--- src/design/dlt645_read_frame_codec_defines.svh ---
// ----------------------------------------------------------------------------
// dlt645_read_frame_codec_defines
// assertion macros for the read frame codec, compiled out with NO_ASSERTIONS
// ----------------------------------------------------------------------------
`ifndef DLT645_READ_FRAME_CODEC_DEFINES_SVH
`define DLT645_READ_FRAME_CODEC_DEFINES_SVH

`ifndef NO_ASSERTIONS
`define DLT_ASSERT(lbl, prop) \
  lbl: assert property (@(posedge clk_i) disable iff (!rst_ni) (prop)) \
    else $error("codec assertion failed");
`define DLT_ASSERT_MSG(lbl, prop, msg) \
  lbl: assert property (@(posedge clk_i) disable iff (!rst_ni) (prop)) \
    else $error(msg);
`else
`define DLT_ASSERT(lbl, prop)
`define DLT_ASSERT_MSG(lbl, prop, msg)
`endif

`endif

--- src/design/dlt645_pkg.sv ---
// ----------------------------------------------------------------------------
// dlt645_pkg
// shared types, frame constants and helpers of the read frame codec
// ----------------------------------------------------------------------------
package dlt645_pkg;

  localparam int unsigned MAX_RESPONSE = 30;
  localparam int unsigned CNT_W        = $clog2(MAX_RESPONSE + 1);
  localparam int unsigned ADDR_W       = 48;
  localparam int unsigned TAG_W        = 32;
  localparam int unsigned READING_W    = 28;
  localparam int unsigned APB_AW       = 4;
  localparam int unsigned APB_DW       = 64;
  localparam int unsigned FRAME_LEN    = 20;
  localparam int unsigned IDX_W        = 5;

  localparam logic [ADDR_W-1:0] METER_ADDR_RST = 48'hAAAA_AAAA_AAAA;

  // register index taken from paddr above the 8-byte word offset
  localparam logic REG_METER_ADDR = 1'b0;

  localparam logic [7:0] BYTE_WAKE = 8'hFE;
  localparam logic [7:0] BYTE_SOF  = 8'h68;
  localparam logic [7:0] BYTE_CTRL = 8'h11;
  localparam logic [7:0] BYTE_LEN  = 8'h04;
  localparam logic [7:0] BYTE_OFS  = 8'h33;
  localparam logic [7:0] BYTE_EOF  = 8'h16;

  localparam logic REQ_SEND = 1'b0;
  localparam logic REQ_RX   = 1'b1;

  localparam logic OUT_TX   = 1'b0;
  localparam logic OUT_READ = 1'b1;

  localparam logic [1:0] ST_OK    = 2'd0;
  localparam logic [1:0] ST_FRAME = 2'd1;
  localparam logic [1:0] ST_SHORT = 2'd2;

  localparam logic [1:0] Q_VOLT   = 2'd0;
  localparam logic [1:0] Q_CURR   = 2'd1;
  localparam logic [1:0] Q_POWER  = 2'd2;
  localparam logic [1:0] Q_ENERGY = 2'd3;

  // first response data byte
  localparam logic [CNT_W-1:0] DATA_POS = CNT_W'(14);

  typedef enum logic [1:0] {
    BK_IDLE,
    BK_TX,
    BK_CALC,
    BK_EMIT
  } bk_state_e;

  // one queued job: a request frame or a finished response
  typedef struct packed {
    logic             is_read;
    logic [TAG_W-1:0] payload;   // tag, or four digit pairs in binary
    logic [1:0]       kind;
    logic [1:0]       status;
  } job_t;

  function automatic logic [7:0] bcd_value(input logic [7:0] b);
    bcd_value = 8'({4'd0, b[7:4]} * 8'd10) + {4'd0, b[3:0]};
  endfunction

  function automatic logic [2:0] data_len(input logic [1:0] k);
    case (k)
      Q_VOLT:   data_len = 3'd2;
      Q_CURR:   data_len = 3'd3;
      Q_POWER:  data_len = 3'd3;
      Q_ENERGY: data_len = 3'd4;
      default:  data_len = 3'd4;
    endcase
  endfunction

  function automatic logic [2:0] dec_places(input logic [1:0] k);
    case (k)
      Q_VOLT:   dec_places = 3'd1;
      Q_CURR:   dec_places = 3'd3;
      Q_POWER:  dec_places = 3'd4;
      Q_ENERGY: dec_places = 3'd2;
      default:  dec_places = 3'd1;
    endcase
  endfunction

endpackage

--- src/design/dlt645_if.sv ---
// ----------------------------------------------------------------------------
// dlt645_if
// request and result channels of the read frame codec
// ----------------------------------------------------------------------------
interface dlt645_req_if;
  import dlt645_pkg::*;
  logic             valid;
  logic             ready;
  logic             req_type;
  logic [TAG_W-1:0] data_tag;
  logic [1:0]       quantity;
  logic [7:0]       rx_byte;
  logic             rx_last;

  modport source (output valid, req_type, data_tag, quantity, rx_byte, rx_last,
                  input ready);
  modport sink   (input valid, req_type, data_tag, quantity, rx_byte, rx_last,
                  output ready);
endinterface

interface dlt645_res_if;
  import dlt645_pkg::*;
  logic                 valid;
  logic                 ready;
  logic                 out_kind;
  logic [7:0]           tx_byte;
  logic                 tx_last;
  logic [READING_W-1:0] reading;
  logic [2:0]           decimals;
  logic [1:0]           status;

  modport source (output valid, out_kind, tx_byte, tx_last, reading, decimals, status,
                  input ready);
  modport sink   (input valid, out_kind, tx_byte, tx_last, reading, decimals, status,
                  output ready);
endinterface

--- src/design/dlt645_front.sv ---
// ----------------------------------------------------------------------------
// dlt645_front
// accepts items, tracks the response in flight, queues requests and responses
// ----------------------------------------------------------------------------
module dlt645_front (
  input  logic                   clk_i,
  input  logic                   rst_ni,
  dlt645_req_if.sink             req,
  input  logic                   q_full_i,
  output logic                   q_push_o,
  output dlt645_pkg::job_t       q_job_o
);
  import dlt645_pkg::*;

  logic [1:0]       kind_q, kind_d;
  logic [CNT_W-1:0] cnt_q, cnt_d;
  logic             start_q, start_d;
  logic [7:0]       final_q, final_d;
  logic [7:0]       dig_q [4];
  logic [7:0]       dig_d [4];
  logic             accept;
  logic             counted;
  logic [1:0]       slot;
  logic [CNT_W-1:0] min_len;
  logic [1:0]       status;

  assign req.ready = !q_full_i;
  assign accept    = req.valid && req.ready;
  assign counted   = cnt_q < CNT_W'(MAX_RESPONSE);
  assign slot      = 2'(cnt_q - DATA_POS);
  assign min_len   = DATA_POS + CNT_W'(data_len(kind_q));

  always_comb begin
    kind_d  = kind_q;
    cnt_d   = cnt_q;
    start_d = start_q;
    final_d = final_q;
    dig_d   = dig_q;
    if (accept) begin
      if (req.req_type == REQ_SEND) begin
        kind_d  = req.quantity;
        cnt_d   = '0;
        start_d = 1'b0;
        final_d = '0;
      end else if (counted) begin
        if (cnt_q == '0) begin
          start_d = (req.rx_byte == BYTE_SOF);
        end
        if (cnt_q >= DATA_POS && cnt_q < DATA_POS + CNT_W'(4)) begin
          dig_d[slot] = bcd_value(8'(req.rx_byte - BYTE_OFS));
        end
        final_d = req.rx_byte;
        cnt_d   = cnt_q + CNT_W'(1);
      end
    end
  end

  always_comb begin
    if (cnt_d == '0 || !start_d || final_d != BYTE_EOF) begin
      status = ST_FRAME;
    end else if (cnt_d < min_len) begin
      status = ST_SHORT;
    end else begin
      status = ST_OK;
    end
  end

  always_comb begin
    q_push_o = accept && (req.req_type == REQ_SEND || req.rx_last);
    q_job_o  = '0;
    if (req.req_type == REQ_SEND) begin
      q_job_o.is_read = 1'b0;
      q_job_o.payload = req.data_tag;
      q_job_o.kind    = req.quantity;
      q_job_o.status  = ST_OK;
    end else begin
      q_job_o.is_read = 1'b1;
      q_job_o.payload = {dig_d[3], dig_d[2], dig_d[1], dig_d[0]};
      q_job_o.kind    = kind_q;
      q_job_o.status  = status;
    end
  end

  always_ff @(posedge clk_i or negedge rst_ni) begin
    if (!rst_ni) begin
      kind_q  <= Q_VOLT;
      cnt_q   <= '0;
      start_q <= 1'b0;
      final_q <= '0;
    end else if (accept && req.req_type == REQ_RX && req.rx_last) begin
      // response done, collection restarts empty
      cnt_q   <= '0;
      start_q <= 1'b0;
      final_q <= '0;
    end else begin
      kind_q  <= kind_d;
      cnt_q   <= cnt_d;
      start_q <= start_d;
      final_q <= final_d;
    end
  end

  always_ff @(posedge clk_i) begin
    dig_q <= dig_d;
  end

endmodule

--- src/design/dlt645_queue.sv ---
// ----------------------------------------------------------------------------
// dlt645_queue
// two-entry job queue between front and back
// ----------------------------------------------------------------------------
module dlt645_queue (
  input  logic                   clk_i,
  input  logic                   rst_ni,
  input  logic                   push_i,
  input  dlt645_pkg::job_t       job_i,
  input  logic                   pop_i,
  output dlt645_pkg::job_t       job_o,
  output logic                   full_o,
  output logic                   empty_o
);
  import dlt645_pkg::*;

  job_t       mem_q [2];
  logic       wr_q, rd_q;
  logic [1:0] cnt_q;
  logic       do_push, do_pop;

  assign full_o  = cnt_q == 2'd2;
  assign empty_o = cnt_q == 2'd0;
  assign do_push = push_i && !full_o;
  assign do_pop  = pop_i && !empty_o;
  assign job_o   = mem_q[rd_q];

  always_ff @(posedge clk_i or negedge rst_ni) begin
    if (!rst_ni) begin
      wr_q  <= 1'b0;
      rd_q  <= 1'b0;
      cnt_q <= '0;
    end else begin
      if (do_push) wr_q <= !wr_q;
      if (do_pop)  rd_q <= !rd_q;
      cnt_q <= cnt_q + 2'(do_push) - 2'(do_pop);
    end
  end

  always_ff @(posedge clk_i) begin
    if (do_push) mem_q[wr_q] <= job_i;
  end

endmodule

--- src/design/dlt645_back.sv ---
// ----------------------------------------------------------------------------
// dlt645_back
// serializes request frames and folds response digits into a reading
// ----------------------------------------------------------------------------
module dlt645_back (
  input  logic                      clk_i,
  input  logic                      rst_ni,
  input  logic [dlt645_pkg::ADDR_W-1:0] meter_addr_i,
  input  dlt645_pkg::job_t          job_i,
  input  logic                      empty_i,
  output logic                      pop_o,
  dlt645_res_if.source              res
);
  import dlt645_pkg::*;

  bk_state_e            state_q, state_d;
  job_t                 job_q;
  logic [IDX_W-1:0]     idx_q;
  logic [7:0]           sum_q;
  logic [READING_W-1:0] acc_q;
  logic [1:0]           dsel;
  logic [7:0]           digit;
  logic [7:0]           tx_byte;
  logic                 load;
  logic                 emit_tx, emit_rd;

  logic                 out_valid_q, out_valid_d;
  logic                 out_kind_q;
  logic [7:0]           out_byte_q;
  logic                 out_last_q;
  logic [READING_W-1:0] out_read_q;
  logic [2:0]           out_dec_q;
  logic [1:0]           out_st_q;

  assign load  = !out_valid_q || res.ready;
  assign dsel  = idx_q[1:0];
  assign digit = job_q.payload[8*dsel +: 8];

  always_comb begin
    case (idx_q)
      5'd0, 5'd1, 5'd2, 5'd3: tx_byte = BYTE_WAKE;
      5'd4:    tx_byte = BYTE_SOF;
      5'd5:    tx_byte = meter_addr_i[7:0];
      5'd6:    tx_byte = meter_addr_i[15:8];
      5'd7:    tx_byte = meter_addr_i[23:16];
      5'd8:    tx_byte = meter_addr_i[31:24];
      5'd9:    tx_byte = meter_addr_i[39:32];
      5'd10:   tx_byte = meter_addr_i[47:40];
      5'd11:   tx_byte = BYTE_SOF;
      5'd12:   tx_byte = BYTE_CTRL;
      5'd13:   tx_byte = BYTE_LEN;
      // tag goes out reversed, offset added
      5'd14:   tx_byte = job_q.payload[7:0] + BYTE_OFS;
      5'd15:   tx_byte = job_q.payload[15:8] + BYTE_OFS;
      5'd16:   tx_byte = job_q.payload[23:16] + BYTE_OFS;
      5'd17:   tx_byte = job_q.payload[31:24] + BYTE_OFS;
      5'd18:   tx_byte = sum_q;
      5'd19:   tx_byte = BYTE_EOF;
      default: tx_byte = '0;
    endcase
  end

  // next state
  always_comb begin
    state_d = state_q;
    case (state_q)
      BK_IDLE: begin
        if (!empty_i) begin
          if (!job_i.is_read)             state_d = BK_TX;
          else if (job_i.status == ST_OK) state_d = BK_CALC;
          else                            state_d = BK_EMIT;
        end
      end
      BK_TX: begin
        if (load && idx_q == IDX_W'(FRAME_LEN - 1)) state_d = BK_IDLE;
      end
      BK_CALC: begin
        if (dsel == 2'd0) state_d = BK_EMIT;
      end
      BK_EMIT: begin
        if (load) state_d = BK_IDLE;
      end
      default: state_d = BK_IDLE;
    endcase
  end

  // outputs
  always_comb begin
    pop_o   = (state_q == BK_IDLE) && !empty_i;
    emit_tx = (state_q == BK_TX) && load;
    emit_rd = (state_q == BK_EMIT) && load;
    out_valid_d = out_valid_q;
    if (load) out_valid_d = emit_tx || emit_rd;
  end

  always_ff @(posedge clk_i or negedge rst_ni) begin
    if (!rst_ni) begin
      state_q     <= BK_IDLE;
      out_valid_q <= 1'b0;
    end else begin
      state_q     <= state_d;
      out_valid_q <= out_valid_d;
    end
  end

  always_ff @(posedge clk_i) begin
    if (pop_o) begin
      job_q <= job_i;
      acc_q <= '0;
      sum_q <= '0;
      idx_q <= job_i.is_read ? IDX_W'(data_len(job_i.kind) - 3'd1) : '0;
    end else if (emit_tx) begin
      idx_q <= idx_q + IDX_W'(1);
      if (idx_q >= IDX_W'(4) && idx_q <= IDX_W'(17)) sum_q <= sum_q + tx_byte;
    end else if (state_q == BK_CALC) begin
      // most significant pair first, two decimal digits per step
      acc_q <= READING_W'(acc_q * READING_W'(100)) + READING_W'(digit);
      idx_q <= idx_q - IDX_W'(1);
    end

    if (emit_tx) begin
      out_kind_q <= OUT_TX;
      out_byte_q <= tx_byte;
      out_last_q <= idx_q == IDX_W'(FRAME_LEN - 1);
      out_read_q <= '0;
      out_dec_q  <= '0;
      out_st_q   <= ST_OK;
    end else if (emit_rd) begin
      out_kind_q <= OUT_READ;
      out_byte_q <= '0;
      out_last_q <= 1'b0;
      out_read_q <= (job_q.status == ST_OK) ? acc_q : '0;
      out_dec_q  <= dec_places(job_q.kind);
      out_st_q   <= job_q.status;
    end
  end

  assign res.valid    = out_valid_q;
  assign res.out_kind = out_kind_q;
  assign res.tx_byte  = out_byte_q;
  assign res.tx_last  = out_last_q;
  assign res.reading  = out_read_q;
  assign res.decimals = out_dec_q;
  assign res.status   = out_st_q;

endmodule

--- src/design/dlt645_read_frame_codec.sv ---
// ----------------------------------------------------------------------------
// dlt645_read_frame_codec
// request frame: queued, popped by the back unit, sent as 20 bytes at one
// per cycle while res.ready is high; response: one byte per cycle while
// the queue is not full; reading folded if ok, registered after the last byte
// the back unit sets the rate: it takes a new job only from idle
// reset clears control state but idx_q, and loads the default meter address
// ----------------------------------------------------------------------------
`include "dlt645_read_frame_codec_defines.svh"

module dlt645_read_frame_codec (
  input  logic                          clk_i,
  input  logic                          rst_ni,
  dlt645_req_if.sink                    req,
  dlt645_res_if.source                  res,
  input  logic                          psel,
  input  logic                          penable,
  input  logic                          pwrite,
  input  logic [dlt645_pkg::APB_AW-1:0] paddr,
  input  logic [dlt645_pkg::APB_DW-1:0] pwdata,
  output logic [dlt645_pkg::APB_DW-1:0] prdata,
  output logic                          pready
);
  import dlt645_pkg::*;

  logic [ADDR_W-1:0] meter_q;
  logic              reg_sel;
  job_t              push_job, head_job;
  logic              q_push;
  logic              q_full;
  logic              q_pop;
  logic              q_empty;

  assign pready  = 1'b1;
  assign reg_sel = paddr[APB_AW-1:3] == REG_METER_ADDR;
  assign prdata  = reg_sel ? APB_DW'(meter_q) : '0;

  always_ff @(posedge clk_i or negedge rst_ni) begin
    if (!rst_ni) begin
      meter_q <= METER_ADDR_RST;
    end else if (psel && penable && pwrite && pready && reg_sel) begin
      meter_q <= pwdata[ADDR_W-1:0];
    end
  end

  dlt645_front u_front (
    .clk_i    (clk_i),
    .rst_ni   (rst_ni),
    .req      (req),
    .q_full_i (q_full),
    .q_push_o (q_push),
    .q_job_o  (push_job)
  );

  dlt645_queue u_queue (
    .clk_i   (clk_i),
    .rst_ni  (rst_ni),
    .push_i  (q_push),
    .job_i   (push_job),
    .pop_i   (q_pop),
    .job_o   (head_job),
    .full_o  (q_full),
    .empty_o (q_empty)
  );

  dlt645_back u_back (
    .clk_i        (clk_i),
    .rst_ni       (rst_ni),
    .meter_addr_i (meter_q),
    .job_i        (head_job),
    .empty_i      (q_empty),
    .pop_o        (q_pop),
    .res          (res)
  );

  `DLT_ASSERT_MSG(a_no_push_full, !(q_push && q_full), "job queue overflow")
  `DLT_ASSERT(a_bad_reading_zero, (res.valid && res.out_kind == OUT_READ && res.status != ST_OK) |-> (res.reading == '0))
  `DLT_ASSERT(a_tx_clean, (res.valid && res.out_kind == OUT_TX) |-> (res.status == ST_OK && res.decimals == '0))

endmodule
--- src/flat_wrapper.sv ---
// flat-port wrapper written by rule: the top's interface ports become plain ports
module dlt645_read_frame_codec_flat import dlt645_pkg::*;
  (clk_i, rst_ni, psel, penable, pwrite, paddr, pwdata, prdata, pready, req_valid, req_req_type, req_data_tag, req_quantity, req_rx_byte, req_rx_last, req_ready, res_valid, res_out_kind, res_tx_byte, res_tx_last, res_reading, res_decimals, res_status, res_ready);
  dlt645_req_if req_i ();
  dlt645_res_if res_i ();
  input  logic clk_i;
  input  logic rst_ni;
  input  logic psel;
  input  logic penable;
  input  logic pwrite;
  input  logic [dlt645_pkg::APB_AW-1:0] paddr;
  input  logic [dlt645_pkg::APB_DW-1:0] pwdata;
  output logic [dlt645_pkg::APB_DW-1:0] prdata;
  output logic pready;
  input wire logic [$bits(req_i.valid)-1:0] req_valid;
  input wire logic [$bits(req_i.req_type)-1:0] req_req_type;
  input wire logic [$bits(req_i.data_tag)-1:0] req_data_tag;
  input wire logic [$bits(req_i.quantity)-1:0] req_quantity;
  input wire logic [$bits(req_i.rx_byte)-1:0] req_rx_byte;
  input wire logic [$bits(req_i.rx_last)-1:0] req_rx_last;
  output wire logic [$bits(req_i.ready)-1:0] req_ready;
  output wire logic [$bits(res_i.valid)-1:0] res_valid;
  output wire logic [$bits(res_i.out_kind)-1:0] res_out_kind;
  output wire logic [$bits(res_i.tx_byte)-1:0] res_tx_byte;
  output wire logic [$bits(res_i.tx_last)-1:0] res_tx_last;
  output wire logic [$bits(res_i.reading)-1:0] res_reading;
  output wire logic [$bits(res_i.decimals)-1:0] res_decimals;
  output wire logic [$bits(res_i.status)-1:0] res_status;
  input wire logic [$bits(res_i.ready)-1:0] res_ready;
  assign req_i.valid = req_valid;
  assign req_i.req_type = req_req_type;
  assign req_i.data_tag = req_data_tag;
  assign req_i.quantity = req_quantity;
  assign req_i.rx_byte = req_rx_byte;
  assign req_i.rx_last = req_rx_last;
  assign req_ready = req_i.ready;
  assign res_valid = res_i.valid;
  assign res_out_kind = res_i.out_kind;
  assign res_tx_byte = res_i.tx_byte;
  assign res_tx_last = res_i.tx_last;
  assign res_reading = res_i.reading;
  assign res_decimals = res_i.decimals;
  assign res_status = res_i.status;
  assign res_i.ready = res_ready;
  dlt645_read_frame_codec u_core (.clk_i(clk_i), .rst_ni(rst_ni), .req(req_i), .res(res_i), .psel(psel), .penable(penable), .pwrite(pwrite), .paddr(paddr), .pwdata(pwdata), .prdata(prdata), .pready(pready));
endmodule
--- config.mk ---
export PLATFORM = sky130hd
export DESIGN_NAME = dlt645_read_frame_codec_flat
export DESIGN_NICKNAME = d
export VERILOG_FILES = /design/src/design/dlt645_pkg.sv /design/src/design/dlt645_if.sv /design/src/design/dlt645_front.sv /design/src/design/dlt645_queue.sv /design/src/design/dlt645_back.sv /design/src/design/dlt645_read_frame_codec.sv /design/src/flat_wrapper.sv
export VERILOG_INCLUDE_DIRS = /design/src /design/src/design
export SDC_FILE = /design/constraint.sdc
export NUM_CORES = 1
export LEC_CHECK = 0
export BUFFER_PORTS_ARGS = -buffer_cell sky130_fd_sc_hd__buf_2
export CORE_ASPECT_RATIO = 0.9
export CORE_MARGIN = 10
export CORE_UTILIZATION = 41
export DETAILED_ROUTE_END_ITERATION = 10
export PLACE_DENSITY = 0.68
export SYNTH_ARGS = -nofsm -noshare
export SYNTH_HDL_FRONTEND = slang
export SYNTH_SLANG_ARGS = --single-unit
--- constraint.sdc ---
create_clock -name clk_i -period 6 [get_ports clk_i]
set_input_delay 0.3 -clock clk_i [delete_from_list [all_inputs] [get_ports clk_i]]
set_output_delay 0.3 -clock clk_i [all_outputs]
set_load 0.02 [all_outputs]
# Word-level counts from Yosys, hierarchy flattened
# Memories as Yosys holds them, arrays and structs flattened.
# Index checks and enable logic that the tools add are counted.
[op_classes]
n_addsub = 16
mul = 2
n_div = 0
magnitude_cmp = 8
n_eq_ne = 38
shift = 1
muxes = 47
bitwise_logic = 5
n_reduce_logical = 48
[ops]
columns = ["operator", "count"]
rows = [
  ["2-to-1 mux 32 bit", 4],
  ["case mux 8 bit (16 select lines)", 1],
  ["2-to-1 mux 8 bit", 7],
  ["2-to-1 mux 48 bit", 1],
  ["equality test 5 x 4 -> 1 bit, second input constant", 8],
  ["2-to-1 mux 5 bit", 8],
  ["2-to-1 mux 37 bit", 1],
  ["adder 8 x 6 -> 8 bit, second input constant", 4],
  ["bitwise mux 32 bit", 1],
  ["indexed part select 32 x 6 -> 8 bit", 1],
  ["adder 28 x 8 -> 28 bit", 1],
  ["multiplier 28 x 5 -> 26 bit, second input constant", 1],
  ["2-to-1 mux 28 bit", 1],
  ["equality test 5 x 3 -> 1 bit, second input constant", 4],
  ["equality test 5 bit, second input constant", 4],
  ["equality test 2 bit, second input constant", 9],
  ["case mux 3 bit (3 select lines)", 2],
  ["demux 8 bit (select 2 bit)", 1],
  ["logical AND 1 bit", 16],
  ["logical NOT 2 bit", 8],
  ["logical NOT 5 bit", 3],
  ["2-to-1 mux 2 bit", 7],
  ["case mux 3 bit (4 select lines)", 1],
  ["adder 5 x 1 -> 5 bit, second input constant", 2],
  ["other kinds (37)", 69],
]
[totals]
ff_bits = 223
latch_bits = 0
mem_bits_rw = 74
mem_bits_ro = 0
mem_count = 1
[memory_table]
columns = ["name", "words", "width", "rd", "rd_ports_with_merged_regs", "wr", "line", "source"]
rows = [
  ["u_core.u_queue.mem_q", 2, 37, 1, 0, 1, "dlt645_queue.sv:17", "job_t mem_q [2];"],
]

# Depth between registers and ports, before layout
[logic_depth]
depth_word = 12
depth_mapped = 20
ltp_nobuf = 19

# Modules after synthesis
# Synthesis repeated with hierarchy kept, for this count alone.
[hier_totals]
cells_unflattened = 1634
area_unflattened_um2 = 17307.8
[by_module_without_submodules]
columns = ["mod", "instances", "cells_per_inst", "area_per_inst_um2", "seq_area_each_um2"]
rows = [
  ["dlt645_back", 1, 997, 8932.3, 2977.9],
  ["dlt645_front", 1, 330, 3055.4, 1041.0],
  ["dlt645_queue", 1, 133, 2950.3, 2322.2],
  ["dlt645_read_frame_codec", 1, 174, 2369.8, 1231.2],
]

# Least setup slack after synthesis
# No wires, ideal clock.
[synth_timing]
path_type = "reg-to-reg"
startpoint = "register u_core.u_back.idx_q[0]"
endpoint = "register u_core.u_back.sum_q[7]"
setup_time_ns = 0.118
arrival_ns = 4.313
required_time_ns = 5.882
slack_ns = 1.568
stages_incl_launch_ff = 19
path_buffers = 1
cell_sequence = "edfxtp_1 -> buf_1 -> inv_1 -> ha_1 -> or2_1 -> a31oi_2 -> mux2i_1 -> inv_1 -> ha_1 -> o2111a_1 -> nand2_1 -> ha_1 -> a21o_1 -> a21oi_1 -> o21bai_1 -> a21oi_1 -> o211ai_1 -> mux2_4 -> mux2i_1"
[synth_between]
elab_chain_len = 4
elab_cells_between_ends = 28
cone_classes = "add/sub (1); order compare (2); eq/ne (19); mux (1); reduce/logical (5)"
[synth_rtl]
columns = ["item", "line", "source"]
rows = [
  ["start, declared", "dlt645_back.sv:18", "logic [IDX_W-1:0] idx_q;"],
  ["start signal, assigned", "dlt645_back.sv:111", "idx_q <= job_i.is_read ? IDX_W'(data_len(job_i.kind) - 3'd1) : '0;"],
  ["start signal, assigned", "dlt645_back.sv:113", "idx_q <= idx_q + IDX_W'(1);"],
  ["start signal, assigned", "dlt645_back.sv:118", "idx_q <= idx_q - IDX_W'(1);"],
  ["equality test 5 x 1 -> 1 bit (tied with other cells)", "dlt645_back.sv:40", "case (idx_q)"],
  ["OR reduction 4 bit / OR reduction 2 bit (equally long branches)", "-", ""],
  ["case mux 8 bit (16 select lines) (*)", "dlt645_back.sv:40", ""],
  ["named net u_core.u_back.tx_byte[1]", "dlt645_back.sv:23", "logic [7:0] tx_byte;"],
  ["adder 8 bit (*)", "dlt645_back.sv:114", "if (idx_q >= IDX_W'(4) && idx_q <= IDX_W'(17)) sum_q <= sum_q + tx_byte;"],
  ["end signal, assigned", "dlt645_back.sv:114", ""],
  ["end, declared", "dlt645_back.sv:19", "logic [7:0] sum_q;"],
]
# Mark *: on every way through the listed nets, which the timed path passes. The rest lies on a longest branch.
# A chain may end at the register's enable or synchronous reset.

# Worst setup path after layout
# Ends and elaborated chain as after synthesis.

==> metrics.txt <==
Hold WS=between 0.02 and 0.03 ns; Die ar.=a little under 50000 sq um; critical path peak fanout=14; synth unique cells=77; ranking of synthesized cells by area=edfxtp_1 23%, dfxtp_1 12%, mux2_2 9.5%, ha_1 8.1%, dfrtp_1 7.1%; final hold vios=0; most frequent cells after synthesis=139 x mux2_2, 124 x edfxtp_1, 123 x nor2_1; Maximum Capacitance Violations=0; starting density of the core=41.7%; Yosys top cell by area=edfxtp_1; Core Area=between 30000 and 40000 sq um; Cells after Synth=1525; CTS sink cnt=roughly 300; clk_lat worst skew=between 0.5 and 0.6 ns; CTS root buf=clkbuf_16; startpoint type of the worst setup path=register; GRT Total Usage=~17%; power per cell area=457 nW/um^2; H-tree depth=2; Setup TNS=0 ns; DR pass1 iterations=5; Synth Area in XOR/XNOR=3.82%; DRC=0; sequential area share after synthesis=between 40 and 50%; Top FF cell, synth=edfxtp_1; initial antenna violation count=0; delay-heaviest family, CP=compound AO/OA/AOI/OAI gates; Slowest-stage cell, CP=edfxtp_1; Reg2Reg Depth=18; Tcrit/Tclk final=84.7%; compound-cell area share of the yosys netlist=a little under an eighth; # IOs=roughly 230; GRT overflow=0; Cell Area, Synth=around 17000 sq um; critical path, cell by cell=ha_1 > inv_1 > nor2_1 > ha_1 > a31oi_2 > mux2i_1 > inv_1 > ha_1 > o2111a_1 > nand2_1 > ha_1 > a21o_1 > a21oi_1 > o21bai_1 > a21oi_1 > o211ai_1 > mux2_4 > mux2i_1; height of the die=between 200 and 250 microns; Worst Setup EP=u_core.u_back.sum_q[7]; post-route ant nets=0; setup violators final=0; CTS max path bufs=3; largest net degree at the start of global routing=just over 70; number of placement rows=between 60 and 70; Post-synth EDFFs=around 120; most frequent cell after synthesis=mux2_2; VDD IR max=roughly 190 uV; CP endpoint kind=register; antenna cells=0; via count=12.1k; IO Port Bufs=192; Max Clock Freq=slightly below 200 MHz; CP Launch Point=u_core.u_back.idx_q[0]; Synth Area in Adders=between 10% and 20%; Max transition margin=between 20% and 30%; post-route minimum period=5.08 ns; RSZ-0062 raised after global routing=false; Initial DRC Count=roughly 1000; Hold WC Path Type=in2reg; Slew @ Worst Pin=around 1.2 ns; Final WS setup=around 0.9 ns; number of global-route vias before repair=12.0k; leakage power=approximately 8.4 nW; largest family of logic cells by synthesized area=compound AO/OA/AOI/OAI gates; Layout Area Growth over Synthesis=18.0%; Slew Viols, Final=0; CP dominant cell by count=ha_1; WP buf/inv=2; Post-CTS Setup Bufs=0; Simple-Gate Fraction of Synth Area=roughly 11%; area share of the largest cell type after synthesis=a little under a quarter; FF-to-FF End=u_core.u_back.sum_q[7]; worst r2r src=u_core.u_back.idx_q[0]; WP data required=6.43 ns; first-pass GRT wire length=66900 microns; Avg WL per Cell=around 18 microns; routed wire length=~42000 microns; Synth Register Bits=around 300; instance count on the critical path=18; worst stage delay on the critical path=~0.67 ns; CTS Buf Count=34; Final nets=2002; estimated wirelength of the detail-placed design=slightly above 30000 microns; vias per inst=about 5.2; fillers=3580; gpl congestion=between 0.8 and 0.9; crit path DAT=between 5 and 6 ns; Post-synth ARST share=23.9%; Yosys warning count=0; layout cells sized above 1=25.3%; CP Class=reg2reg; worst clock skew=roughly 0.018 ns; dpl ws=between 0.9 and 1 ns; reg-to-reg slack, setup=between 0.9 and 1 ns; status=finished clean; mux cell area share after synthesis=11.5%; mean post-synth cell area=between 10 and 15 sq um; die width=about 230 microns; Clock transition at path regs=~0.06 ns; post_cts resized=0; CTS tree=done
==> through the flow <==
step                      util (%)  power (mW)  cell area (sq um)  instances
after detailed placement      45.3        6.90              17900       2200
final                         49.1        8.90              19500       2310
after floorplan                  -        5.89              16600       1542
after global placement        45.3        6.82              17900       2200
after CTS                     49.1        8.94              19500       2309
after global routing          49.1        9.58              19500       2310
==> metal layers <==
layer	wire [microns]	share of wire, %	vias to the layer above	track usage [%]
met5	0	0	-	0
met4	684	1.6	0	4.10
met3	2000	4.8	49	2.83
met2	19000	45	298	26.2
met1	20200	48	5908	24.1
li1	-	-	5855	-
==> sequential cells by signal, indices dropped and copies added, names as in the netlist, 2 cells and up <==
signal and cells:
u_core.u_back.sum_q 8, u_core.u_back.res.decimals 3, u_core.u_back.job_q 36, u_core.u_front.kind_q 2, u_core.u_back.state_q 2, u_core.u_back.res.status 2
u_core.u_front.dig_q 32, u_core.meter_q 48, u_core.u_front.cnt_q 5, u_core.u_back.acc_q 28, u_core.u_back.res.reading 28, u_core.u_front.final_q 8
u_core.u_queue.mem_q 74, u_core.u_back.res.tx_byte 8, u_core.u_back.idx_q 5, u_core.u_queue.cnt_q 2
==> cell type report <==
type	instances	area (sq um)	share of cell area [%]
sequential	297	7570	38.9
tap	532	666	3.42
multi-input combinational	1056	8240	42.3
timing repair buffer	252	1530	7.88
clock inverter	18	148	0.758
inverter	111	417	2.14
clock buffer	44	898	4.61
==> timing repair <==
action | CTS | global route
hold buffers | 47 | 1
setup endpoints to repair | 0 | 0
hold endpoints to repair | 93 | 1
==> placed cells by master, fill, tap and decap left out, types with 6 or more instances in the layout <==
cell and n:
a211oi_1 12, a21o_1 16, a21oi_1 70, a221oi_1 7
a222oi_1 8, a22o_1 14, a22oi_1 15, and2_1 15
and3_1 7, buf_2 191, buf_4 13, clkbuf_1 9
clkbuf_16 34, clkinv_2 6, conb_1 19, dfrtp_1 47
dfstp_2 24, dfxtp_1 102, dlygate4sd3_1 48, edfxtp_1 124
fa_1 24, ha_1 107, inv_1 110, mux2_2 139
mux2i_1 13, mux4_2 8, nand2_1 86, nand2b_1 9
nand3_1 38, nand4_1 6, nor2_1 120, nor2b_1 53
nor3_1 14, o211ai_1 6, o21a_1 8, o21ai_0 69
xnor2_1 39, xor2_1 33
==> kinds of logic after synthesis <==
kind of cell / after synthesis
and+or+nand+nor: 386
AOI/OAI and AO/OA: 287
buffers and inverters: 189
xor gates and xnor gates: 72
adders and majority gates: 131
DFF: 297
muxes: 161
other: 2
==> power by group <==
group / internal [mW] / switching, mW
sequential: 2.60 / 0.387
clock: 1.12 / 0.860
combinational: 1.65 / 2.29
==> how the worst min path moves through the flow <==
stage | from | to | slack, ns | depth (start not counted)
finish | pwdata[28] | u_core.meter_q[28] | 0.03 | 2
detailed placement | u_core.u_back.res.status[0] | u_core.u_back.res.status[0] | 0.43 | 2
global placement | u_core.u_back.res.status[1] | u_core.u_back.res.status[1] | 0.43 | 2
global route | pwdata[28] | u_core.meter_q[28] | 0.004 | 2
floorplan | rst_ni | u_core.meter_q[0] | 0.004 | 0
CTS | pwdata[24] | u_core.meter_q[24] | 0.0001 | 2
Note: power is estimated with default switching activity, not from simulation.
